**src/rtl/mnsf_ram.sv**
```systemverilog
// Generic single-write, single-read RAM with registered read data.
// No dependencies.
`timescale 1ns / 1ps
`default_nettype none
module mnsf_ram #(
    parameter int WIDTH = 32,
    parameter int DEPTH = 8
) (
    input  wire logic                     aclk,
    input  wire logic                     we,
    input  wire logic [$clog2(DEPTH)-1:0] waddr,
    input  wire logic [WIDTH-1:0]         wdata,
    input  wire logic [$clog2(DEPTH)-1:0] raddr,
    output logic      [WIDTH-1:0]         rdata
);

    logic [WIDTH-1:0] mem [DEPTH];

    always_ff @(posedge aclk) begin
        if (we) begin
            mem[waddr] <= wdata;
        end
        rdata <= mem[raddr];
    end

endmodule
`default_nettype wire

```
**config.mk**
```make
export PLATFORM = sky130hd
export DESIGN_NAME = mnsf_ram
export DESIGN_NICKNAME = d
export VERILOG_FILES = /design/src/rtl/mnsf_ram.sv
export SDC_FILE = /design/constraint.sdc
export NUM_CORES = 1
export LEC_CHECK = 0
export ABC_AREA = 1
export BUFFER_PORTS_ARGS = -buffer_cell sky130_fd_sc_hd__buf_2
export CORE_MARGIN = 1.5
export CORE_UTILIZATION = 64
export DETAILED_ROUTE_END_ITERATION = 7
export GPL_TIMING_DRIVEN = 1
export PLACE_DENSITY = 0.83
export SLEW_MARGIN = 20
export SYNTH_ARGS = -nofsm -noshare
export SYNTH_HDL_FRONTEND = slang
export SYNTH_SLANG_ARGS = --single-unit
```
**constraint.sdc**
```tcl
create_clock -name aclk -period 4 [get_ports aclk]
set_input_delay 0.4 -clock aclk [delete_from_list [all_inputs] [get_ports aclk]]
set_output_delay 0.4 -clock aclk [all_outputs]
set_load 0.05 [all_outputs]
```
Yosys cells after proc, flatten, opt, wreduce, memory -nomap -nowiden
Memory sizes are Yosys's and may differ from the RTL's. A register that Yosys moved wholly into a read port is not among the register bits. Index checks and enable logic that the tools add are counted.

Register bits: 0. Memories kept: 1. RAM bits: 256.

Memories: mem (depth 8, width 32, rd ports 1, clocked after memory_dff 1, wr ports 1, RTL line 17) `logic [WIDTH-1:0] mem [DEPTH];`.

Multiplexer cells: 2.

Operators with widths (count): two-way mux 1 bit (2).

Logic depth before layout (Yosys ltp)
Gate-level depths: netlist of run 1.

Word-level depth: 2. Depth in mapped cells: 8.

Worst setup path after synthesis of run 1
No wires, ideal clock.

Kind: input port to flip-flop. From: input port waddr[0]. To: memory mem[0][0], enable pin. Stages on the path: 3. Data arrival time: 1.896 ns. Slack: 1.683 ns. Path through: inv_1 -> nand2_1 -> nor2_1.

RTL lines: from (decl) (RTL line 11) `input wire logic [$clog2(DEPTH)-1:0] waddr,`; to (decl) (RTL line 17).

Straight into the memory's write port.

==> metrics.csv, run 1 <==
stage,metric,value,unit
cts,CTS tree,done,
worst_setup_path,critical path's top delay family,buffers and inverters,
timing,hold_ws,0.121,ns
logic_synthesis,Mapped Area,0.0119,mm2
place,port bufs,71,
cts,clock tree root driver cell,clkbuf_16,
worst_setup_path,Worst path slowest cell,clkinv_2,
routing,final wirelength,24600,um
cts,CTS clock-pin slew for the worst setup and hold paths,0.06,ns
timing,Final min period,1.91,ns
logic_synthesis,Gate Count Post-Synth,1156,
finish,synth-to-layout area growth,12.7,%
routing,drt first pass iters,7,
worst_setup_path,crit-path cells,"buf_4, clkinv_2, buf_4, nand2_1, nand3_1, nand2_1, nand2_1, nand2_1",
worst_setup_path,Crit Path Category,input port to flip-flop,
global_route,number of global-route vias before repair,7909,
flow_run,MaxCap Viol Count,0,
outcome,status,"complete, but fails checks",
worst_setup_path,worst stage delay on the critical path,0.74,ns
timing,Pins Over Slew Limit,0,
global_route,first-pass GRT wire length,39500,um
place,dpl hpwl,13200,um
logic_synthesis,sequential area share after synthesis,70.1,%
worst_setup_path,Worst EP required,4.48,ns
cts,Post-CTS Hold Fix Bufs,0,
timing,Max Freq,524,MHz
global_route,largest net degree at the start of global routing,114,
power,Max rail drop VDD,0.483,mV
global_route,antenna violations before repair,0,
logic_synthesis,yosys warns,0,
global_route,total congestion overflow,0,
power,Lkg Pwr,6.24,nW
finish,"commonest non-fill, non-tap cell in the layout",nand2_1,
worst_setup_path,reg2reg path depth,6,
logic_synthesis,Seq cells post-synth,288,
finish,most frequent cells in the layout,"nand2_1, inv_1, edfxtp_1, nand3_1, buf_2",
worst_setup_path,Critical Path Sink,rdata[10]$_DFF_P_,
worst_setup_path,reg2reg end,rdata[27]$_DFF_P_,
routing,initial detailed-routing violation count,654,
routing,post-route DRC violation count,6,
power,Total Power,0.00671,W
worst_setup_path,CP Buf/Inv Count,3,
floorplanning,Initial Util,65.6,%
logic_synthesis,Yosys cell types,12,
cts,Clock Tree Buf Depth,3,
finish,share of post-route cells with drive strength above 1,11.2,%
cts,Resize count post-CTS,0,
worst_setup_path,worst setup path start,raddr[0],
logic_synthesis,Synthesized Nets,1196,
finish,filler instances,1133,
cts,clock tree sinks,288,
floorplanning,Die W,139,um
floorplanning,die area,0.0194,mm2
logic_synthesis,syn avg cell area,10.3,um2
global_route,GRT Util Overall,26.2,%
power,Power Density,501,mW/mm2
finish,diode count,0,
place,placer congestion estimate,0.743,
routing,drt wl/cell,16.7,um
outcome,violated checks,DRC,
worst_setup_path,Worst Path Max Fanout,62,
finish,Non-Filler Instances,1476,
worst_setup_path,critical path startpoint category,input port,
worst_setup_path,CP Data Arrival Time,2.39,ns
timing,Worst slew margin,38.1,%
worst_setup_path,critical path depth,8,
timing,Setup TNS,0,ns
timing,Setup Viol. Count Final,0,
place,Inst Count DP,1424,
cts,total clock buffers created by CTS,28,
cts,"Clk Latency, worst-skew pair",0.54,ns
worst_setup_path,Critical R2R Launch,mem[5][27]$_DFFE_PP_,
cts,setup bufs post-CTS,0,
routing,Detail Route Antenna Nets,0,
min_path,worst min path class,input port to flip-flop,
floorplanning,Core Box Area,0.0181,mm2
floorplanning,# rows,49,
timing,Final Hold Vio Count,0,
floorplanning,Die Y-Extent,139,um
finish,final layout net count,1265,
floorplanning,I/O pin count,72,
timing,fin crit share,47.7,%
cts,H-tree depth,1,
routing,DR vias/cell,5.35,
routing,vias after detailed routing,7901,
timing,clk_skew,0.0131,ns
worst_setup_path,Worst Setup End Kind,flip-flop,
worst_setup_path,critical path's most frequent cell,nand2_1,
timing,RSZ-0062 raised after global routing,no,
worst_setup_path,R2R setup slack,3.03,ns
timing,Slew @ Worst Pin,0.929,ns
[registers in the layout, summed over array words and instances (netlist names)]
register,flops
mem,256
rdata,32
[logic make-up after synthesis]
logic type             count (synthesis)  synth area share [%]
AND/OR/NAND/NOR                      558                  19.0
flip-flops                           288                  70.1
buffers and inverters                310                  10.9
[cell usage after synthesis]
cell / instances / area [um2]
nor2_1: 8 / 30.0
nand2_1: 422 / 1580
nand3_1: 128 / 641
buf_4: 5 / 37.5
clkbuf_1: 7 / 26.3
buf_1: 5 / 18.8
inv_1: 260 / 976
edfxtp_1: 256 / 7690
buf_6: 11 / 124
inv_2: 2 / 7.51
buf_2: 20 / 100
dfxtp_1: 32 / 641
[where the power goes]
part           total [W]  switching (W)  internal (W)  leakage (nW)
clock network    0.00275        0.00108       0.00167         0.482
logic           0.000520       0.000393      0.000127          3.16
registers        0.00343      0.0000356       0.00340          2.60
total            0.00671        0.00151       0.00520          6.24
[cell type report]
class	count	area (um2)	share of cell area, %
Clock buffer	39	813	6.08
Clock inverter	13	168	1.25
Inverter	262	985	7.36
Multi-Input combinational cell	558	2310	17.3
Sequential cell	288	8330	62.3
Tap cell	229	287	2.14
Timing Repair Buffer	87	482	3.60
[worst register-to-register path, delay by kind of cell, from the launching register on]
family | cells | cell delay [ns]
and+or+nand+nor | 5 | 0.40
DFF | 1 | 0.39
buffers and inverters | 1 | 0.08
[worst min-delay path by stage]
stage / start / end / slack [ns] / cells past startpoint
after floorplan: wdata[0] / mem[0][0]$_DFFE_PP_ / 0.50 / 0
after global placement: mem[0][23]$_DFFE_PP_ / rdata[23]$_DFF_P_ / 0.60 / 6
after detailed placement: mem[1][11]$_DFFE_PP_ / rdata[11]$_DFF_P_ / 0.61 / 6
after CTS: wdata[11] / mem[3][11]$_DFFE_PP_ / 0.11 / 1
after global routing: wdata[15] / mem[5][15]$_DFFE_PP_ / 0.12 / 1
final: wdata[11] / mem[2][11]$_DFFE_PP_ / 0.12 / 1
[metrics by stage]
step | utilization, % | worst slack (ns) | cell area, um2
6_report | 74.0 | 2.09 | 13400
3_5_place_dp | 68.5 | 1.62 | 12400
3_3_place_gp | 68.5 | 1.70 | 12400
4_1_cts | 74.0 | 2.14 | 13400
5_1_grt | 74.0 | 1.96 | 13400
2_1_floorplan | - | 1.68 | 11900
[metal layers]
layer | vias to the layer above | part of all wire [%] | track usage (%)
met5 | - | 0 | 0
met4 | 0 | 3.1 | 10.2
met3 | 72 | 7.3 | 4.63
met2 | 309 | 50 | 45.3
met1 | 3804 | 40 | 33.3
li1 | 3716 | - | -
Note: power is estimated with default switching activity, not from simulation.
==> run 2: changes to the inputs <==
--- a/config.mk
+++ b/config.mk
@@ -8,10 +8,10 @@
 export ABC_AREA = 1
 export BUFFER_PORTS_ARGS = -buffer_cell sky130_fd_sc_hd__buf_2
 export CORE_MARGIN = 1.5
-export CORE_UTILIZATION = 64
+export CORE_UTILIZATION = 60
 export DETAILED_ROUTE_END_ITERATION = 7
 export GPL_TIMING_DRIVEN = 1
-export PLACE_DENSITY = 0.83
+export PLACE_DENSITY = 0.79
 export SLEW_MARGIN = 20
 export SYNTH_ARGS = -nofsm -noshare
 export SYNTH_HDL_FRONTEND = slang
==> constraint.sdc (replaced) <==
create_clock -name aclk -period 1.8 [get_ports aclk]
set_input_delay 0.18 -clock aclk [delete_from_list [all_inputs] [get_ports aclk]]
set_output_delay 0.18 -clock aclk [all_outputs]
set_load 0.05 [all_outputs]
==> metrics.csv, run 2 (synthesis gave the netlist of run 1 again) <==
stage,metric,value,unit,change
worst_setup_path,CP Buf/Inv Count,1,,-2
finish,max reg flops,256,,unchanged
power,Sequential Power Share,52.2,%,+1.0 points
timing,Setup Viol. Count Final,0,,unchanged
worst_setup_path,CP Data Arrival Time,1.18,ns,-1.21 ns
timing,clk_skew,0.00763,ns,-0.00552 ns
worst_setup_path,Crit Path Category,flip-flop to output port,,
timing,Max Freq,737,MHz,
place,Inst Count DP,1467,,+3.0%
timing,Final Hold Vio Count,0,,unchanged
cts,clock tree root driver cell,clkbuf_16,,
timing,RSZ-0062 raised after global routing,no,,
finish,final layout net count,1304,,+3.1%
power,Lkg Pwr,6.41,nW,+2.8%
floorplanning,I/O pin count,72,,unchanged
finish,top flop regs,"mem x256, rdata x32",,
routing,DR vias/cell,5.09,,-5.0%
finish,most flop-heavy register,mem,,
floorplanning,Initial Util,61.0,%,-4.6 points
finish,"commonest non-fill, non-tap cell in the layout",nand2_1,,
finish,finished layout cell area,0.0139,mm2,+3.7%
floorplanning,die area,0.0206,mm2,+6.5%
cts,total clock buffers created by CTS,28,,unchanged
worst_setup_path,worst stage delay on the critical path,0.37,ns,-0.37 ns
routing,final wirelength,25100,um,+2.0%
timing,Worst slew margin,58.3,%,+20 points
global_route,first-pass GRT wire length,39000,um,-1.3%
power,Net Sw Frac,22.7,%,+0.21 points
finish,most frequent cells in the layout,"nand2_1, inv_1, edfxtp_1, nand3_1, buf_2",,
place,dpl hpwl,13000,um,-1.6%
global_route,total congestion overflow,0,,unchanged
cts,Clock Tree Buf Depth,3,,unchanged
power,Max rail drop VDD,0.910,mV,+88%
min_path,worst min path class,input port to flip-flop,,
cts,H-tree depth,1,,unchanged
floorplanning,Core Box Area,0.0195,mm2,+7.6%
routing,vias after detailed routing,7889,,-0.15%
timing,Pins Over Slew Limit,0,,unchanged
global_route,number of global-route vias before repair,7705,,-2.6%
flow_run,MaxCap Viol Count,0,,unchanged
finish,share of post-route cells with drive strength above 1,11.1,%,-0.11 points
place,placer congestion estimate,0.738,,-0.58%
timing,fin crit share,75.4,%,
routing,drt wl/cell,16.2,um,-3.0%
worst_setup_path,critical path's top delay family,flip-flops,,
routing,post-route DRC violation count,0,,-6
worst_setup_path,crit-path cells,buf_2,,
finish,Non-Filler Instances,1551,,+5.1%
finish,synth-to-layout area growth,16.8,%,
global_route,GRT Util Overall,25.0,%,-1.2 points
worst_setup_path,Worst path slowest cell,dfxtp_1,,
routing,Detail Route Antenna Nets,0,,unchanged
worst_setup_path,Worst Setup End Kind,output port,,
cts,"Clk Latency, worst-skew pair",0.53,ns,about the same
routing,initial detailed-routing violation count,681,,+4.1%
timing,Setup TNS,0,ns,unchanged
finish,diode count,0,,unchanged
routing,drt first pass iters,5,,-2
timing,Final min period,1.36,ns,
timing,Slew @ Worst Pin,0.626,ns,-0.303 ns
power,Power Density,1050,mW/mm2,+110%
cts,setup bufs post-CTS,0,,unchanged
worst_setup_path,Worst EP required,1.62,ns,-2.86 ns
floorplanning,Die Y-Extent,144,um,+3.2%
cts,CTS tree,done,,
global_route,antenna violations before repair,0,,unchanged
cts,clock tree sinks,288,,unchanged
floorplanning,Die W,144,um,+3.2%
power,Int Pwr,0.0113,W,+120%
floorplanning,# rows,51,,+4.1%
power,Sw Pwr,0.00332,W,+120%
finish,filler instances,1278,,+13%
power,Gate power share,8.6,%,+0.8 points
global_route,largest net degree at the start of global routing,129,,+13%
worst_setup_path,Worst Path Max Fanout,1,,-98%
place,Placed Instance Area,0.0126,mm2,+2.0%
cts,CTS clock-pin slew for the worst setup and hold paths,0.06,ns,about the same
power,Clk pwr share,39.2,%,-1.9 points
outcome,status,finished clean,,
place,port bufs,71,,unchanged
worst_setup_path,critical path startpoint category,flip-flop,,
[run 2: changes by cell type in the layout (fill, tap and decap cells not counted)]
| cell | previous run | this run |
|---|---|---|
| dlygate4sd3_1 | 0 | 32 |
| buf_12 | 0 | 12 |
| clkinv_2 | 4 | 3 |
| clkinv_1 | 4 | 2 |
| clkbuf_8 | 5 | 7 |
| inv_6 | 1 | 0 |
| bufinv_16 | 4 | 1 |
| clkinv_4 | 1 | 0 |
| buf_6 | 1 | 0 |
| buf_4 | 16 | 12 |
| clkbuf_1 | 5 | 11 |
[run 2: through the flow]
| step | total power, W | hold slack [ns] | setup WS, ns | util, % |
|---|---|---|---|---|
| after floorplan | 0.00855 | 0.279 | -0.297 | - |
| after global placement | 0.00890 | 0.449 | 0.460 | 64.9 |
| after detailed placement | 0.00895 | 0.454 | 0.430 | 64.9 |
| after CTS | 0.0147 | 0.0632 | 0.440 | 71.3 |
| after global routing | 0.0150 | 0.0916 | 0.411 | 71.3 |
| final | 0.0146 | 0.0754 | 0.442 | 71.3 |
[run 2: final timing paths]
| kind | start | endpoint | slack, ns | depth (start not counted) |
|---|---|---|---|---|
| setup / recovery | rdata[6]$_DFF_P_ | rdata[6] | 0.44 | 1 |
| hold / removal | raddr[2] | rdata[5]$_DFF_P_ | 0.08 | 4 |
| hold reg to reg | mem[2][25]$_DFFE_PP_ | rdata[25]$_DFF_P_ | 0.62 | 6 |
| setup reg to reg | mem[2][22]$_DFFE_PP_ | rdata[22]$_DFF_P_ | 0.82 | 6 |
[run 2: repair_timing]
| action | CTS | global route |
|---|---|---|
| hold endpoints to repair | 256 | 0 |
| hold buffers | 32 | 0 |
| gates resized for setup | 0 | 0 |
[run 2: final cells by class]
type	instances	area, um2	area share [%]
multi-input cells	558	2310	16.7
clock buffers	47	863	6.22
inverters	262	985	7.10
flip-flops and latches	288	8330	60.0
well taps	265	332	2.39
clock inverters	5	47.5	0.343
repair buffers	126	1000	7.22
[run 2: routing by layer]
layer | wire (um) | vias up | share of wire, % | GRT usage (%)
met1 | 10300 | 3723 | 41 | 33.1
met2 | 12500 | 320 | 50 | 43.1
met5 | 0 | - | 0 | 0
met4 | 526 | 0 | 2.1 | 8.16
met3 | 1810 | 50 | 7.2 | 3.47
li1 | - | 3796 | - | -
[run 2: power groups by stage]
stage               combinational [W]  clock [W]  sequential (W)
CTS                           0.00126    0.00579         0.00762
global route                  0.00138    0.00604         0.00764
floorplan                    0.000540          0         0.00801
detailed placement            0.00119          0         0.00776
global placement              0.00116          0         0.00775
finish                        0.00126    0.00573         0.00762
==> run 3: changes to the inputs <==
==> constraint.sdc (replaced) <==
create_clock -name aclk -period 1.4 [get_ports aclk]
set_input_delay 0.14 -clock aclk [delete_from_list [all_inputs] [get_ports aclk]]
set_output_delay 0.14 -clock aclk [all_outputs]
set_load 0.05 [all_outputs]
==> metrics.csv, run 3 (synthesis gave the netlist of run 1 again) <==
stage,metric,value,unit,change
worst_setup_path,reg2reg end,rdata[7]$_DFF_P_,,
timing,Final min period,1.31,ns,
min_path,Worst Hold Path EP,rdata[5]$_DFF_P_,,
routing,post-route DRC violation count,0,,unchanged
global_route,antenna violations before repair,0,,unchanged
flow_run,MaxCap Viol Count,0,,unchanged
worst_setup_path,Worst Path Max Fanout,1,,unchanged
timing,hold_ws,0.0459,ns,-0.0294 ns
power,Net Sw Frac,23.1,%,+0.34 points
power,Clk pwr share,39.5,%,+0.3 points
cts,Clock Tree Buf Depth,3,,unchanged
timing,Max Freq,762,MHz,
cts,"Clk Latency, worst-skew pair",0.54,ns,about the same
cts,total clock buffers created by CTS,29,,+3.6%
global_route,number of global-route vias before repair,7889,,+2.4%
worst_setup_path,CP Buf/Inv Count,1,,unchanged
floorplanning,die area,0.0206,mm2,unchanged
floorplanning,I/O pin count,72,,unchanged
place,dpl hpwl,13900,um,+7.1%
global_route,total congestion overflow,0,,unchanged
worst_setup_path,critical path startpoint category,flip-flop,,
routing,drt first pass iters,5,,unchanged
outcome,status,finished clean,,
finish,synth-to-layout area growth,17.6,%,
timing,Final Hold Vio Count,0,,unchanged
finish,most frequent cells in the layout,"nand2_1, inv_1, edfxtp_1, nand3_1, buf_2",,
worst_setup_path,critical path's top delay family,flip-flops,,
routing,initial detailed-routing violation count,640,,-6.0%
timing,clk_skew,0.0111,ns,+0.00347 ns
timing,Pins Over Slew Limit,0,,unchanged
routing,drt wl/cell,15.8,um,-2.3%
power,Sw Pwr,0.00436,W,+31%
power,Gate power share,8.7,%,about the same
routing,final wirelength,24600,um,-2.0%
worst_setup_path,Critical R2R Launch,mem[2][7]$_DFFE_PP_,,
finish,top flop regs,"mem x256, rdata x32",,
timing,Slew @ Worst Pin,0.389,ns,-0.236 ns
finish,register area,0.00833,mm2,unchanged
finish,filler instances,1270,,-0.63%
cts,CTS clock-pin slew for the worst setup and hold paths,0.06,ns,about the same
worst_setup_path,Worst path slowest cell,dfxtp_1,,
min_path,worst min path class,input port to flip-flop,,
floorplanning,Die Y-Extent,144,um,unchanged
global_route,largest net degree at the start of global routing,73,,-43%
finish,max reg flops,256,,unchanged
timing,Worst slew margin,74.0,%,+16 points
worst_setup_path,Worst EP required,1.26,ns,-0.36 ns
cts,clock tree root driver cell,clkbuf_16,,
timing,fin crit share,93.7,%,
finish,diode count,0,,unchanged
min_path,Hold Crit Start,raddr[2],,
worst_setup_path,crit-path cells,buf_2,,
global_route,GRT Util Overall,24.7,%,-0.36 points
floorplanning,# rows,51,,unchanged
cts,H-tree depth,1,,unchanged
cts,clock tree sinks,288,,unchanged
place,placer congestion estimate,0.800,,+8.3%
power,Sequential Power Share,51.8,%,-0.4 points
place,port bufs,71,,unchanged
finish,multi-input logic area,0.00231,mm2,unchanged
power,Power Density,1350,mW/mm2,+29%
worst_setup_path,CP Data Arrival Time,1.17,ns,about the same
power,Max rail drop VDD,1.30,mV,+43%
finish,most flop-heavy register,mem,,
power,Total Power,0.0189,W,+29%
worst_setup_path,worst stage delay on the critical path,0.36,ns,about the same
routing,DR vias/cell,5.06,,-0.44%
finish,final layout net count,1309,,+0.38%
global_route,first-pass GRT wire length,38800,um,-0.51%
min_path,worst hold stages,4,,unchanged
floorplanning,Die W,144,um,unchanged
timing,Setup Viol. Count Final,0,,unchanged
cts,CTS tree,done,,
floorplanning,Core Box Area,0.0195,mm2,unchanged
routing,vias after detailed routing,7880,,-0.11%
routing,Detail Route Antenna Nets,0,,unchanged
worst_setup_path,reg2reg path depth,6,,unchanged
worst_setup_path,R2R setup slack,0.45,ns,-0.37 ns
finish,share of post-route cells with drive strength above 1,11.8,%,+0.65 points
worst_setup_path,Crit Path Category,flip-flop to output port,,
timing,RSZ-0062 raised after global routing,no,,
power,Int Pwr,0.0145,W,+29%
floorplanning,Initial Util,61.0,%,unchanged
worst_setup_path,Worst Setup End Kind,output port,,
power,Lkg Pwr,6.45,nW,+0.58%
finish,"commonest non-fill, non-tap cell in the layout",nand2_1,,
## run 3: changes by cell type in the layout (fill, tap and decap cells not counted), sizes merged
cell,previous run,this run
bufinv,1,2
clkinv,5,6
clkinvlp,0,3
inv,261,263
clkbuf,47,41
buf,94,98
## run 3: area by class of cell
| class | count | area share, % |
|---|---|---|
| flip-flops and latches | 288 | 59.6 |
| multi-input cells | 558 | 16.6 |
| repair buffers | 130 | 7.74 |
| inverters | 262 | 7.05 |
| clock buffers | 41 | 5.73 |
| well taps | 265 | 2.37 |
| clock inverters | 12 | 0.896 |
## run 3: power by group through the flow
| stage | sequential [W] | combinational, W | clock [W] |
|---|---|---|---|
| floorplan | 0.0103 | 0.000699 | 0 |
| global placement | 0.00995 | 0.00152 | 0 |
| detailed placement | 0.00997 | 0.00156 | 0 |
| CTS | 0.00979 | 0.00164 | 0.00757 |
| global route | 0.00982 | 0.00179 | 0.00789 |
| finish | 0.00979 | 0.00164 | 0.00747 |
## run 3: metal layers
layer	up-vias	part of all wire, %	GRT usage (%)
li1	3816	-	-
met1	3680	39	30.7
met2	321	52	43.6
met3	63	6.6	3.77
met4	0	2.4	9.34
met5	-	0	0
## run 3: worst max path at each step
stage	start	endpoint	slack (ns)	depth (start not counted)
4_1_cts	rdata[13]$_DFF_P_	rdata[13]	0.07	1
6_report	rdata[16]$_DFF_P_	rdata[16]	0.09	1
2_1_floorplan	waddr[0]	mem[0][0]$_DFFE_PP_	-0.18	3
3_3_place_gp	waddr[0]	mem[2][20]$_DFFE_PP_	0.10	5
5_1_grt	rdata[16]$_DFF_P_	rdata[16]	0.06	1
3_5_place_dp	waddr[0]	mem[2][15]$_DFFE_PP_	0.09	5
## run 3: timing repair
item | CTS | global route
hold endpoints to repair | 256 | 0
setup buffers | 0 | 0
gates resized for setup | 0 | 0
hold buffers | 32 | 0
## run 3: through the flow
| step | utilization (%) | TNS, ns | area [um2] | cells | worst slack [ns] |
|---|---|---|---|---|---|
| 2_1_floorplan | - | -38.61 | 11900 | 1156 | -0.180 |
| 3_3_place_gp | 65.4 | 0 | 12700 | 1471 | 0.105 |
| 3_5_place_dp | 65.4 | 0 | 12700 | 1471 | 0.0892 |
| 4_1_cts | 71.8 | 0 | 14000 | 1556 | 0.0700 |
| 5_1_grt | 71.8 | 0 | 14000 | 1556 | 0.0560 |
| 6_report | 71.8 | 0 | 14000 | 1556 | 0.0885 |
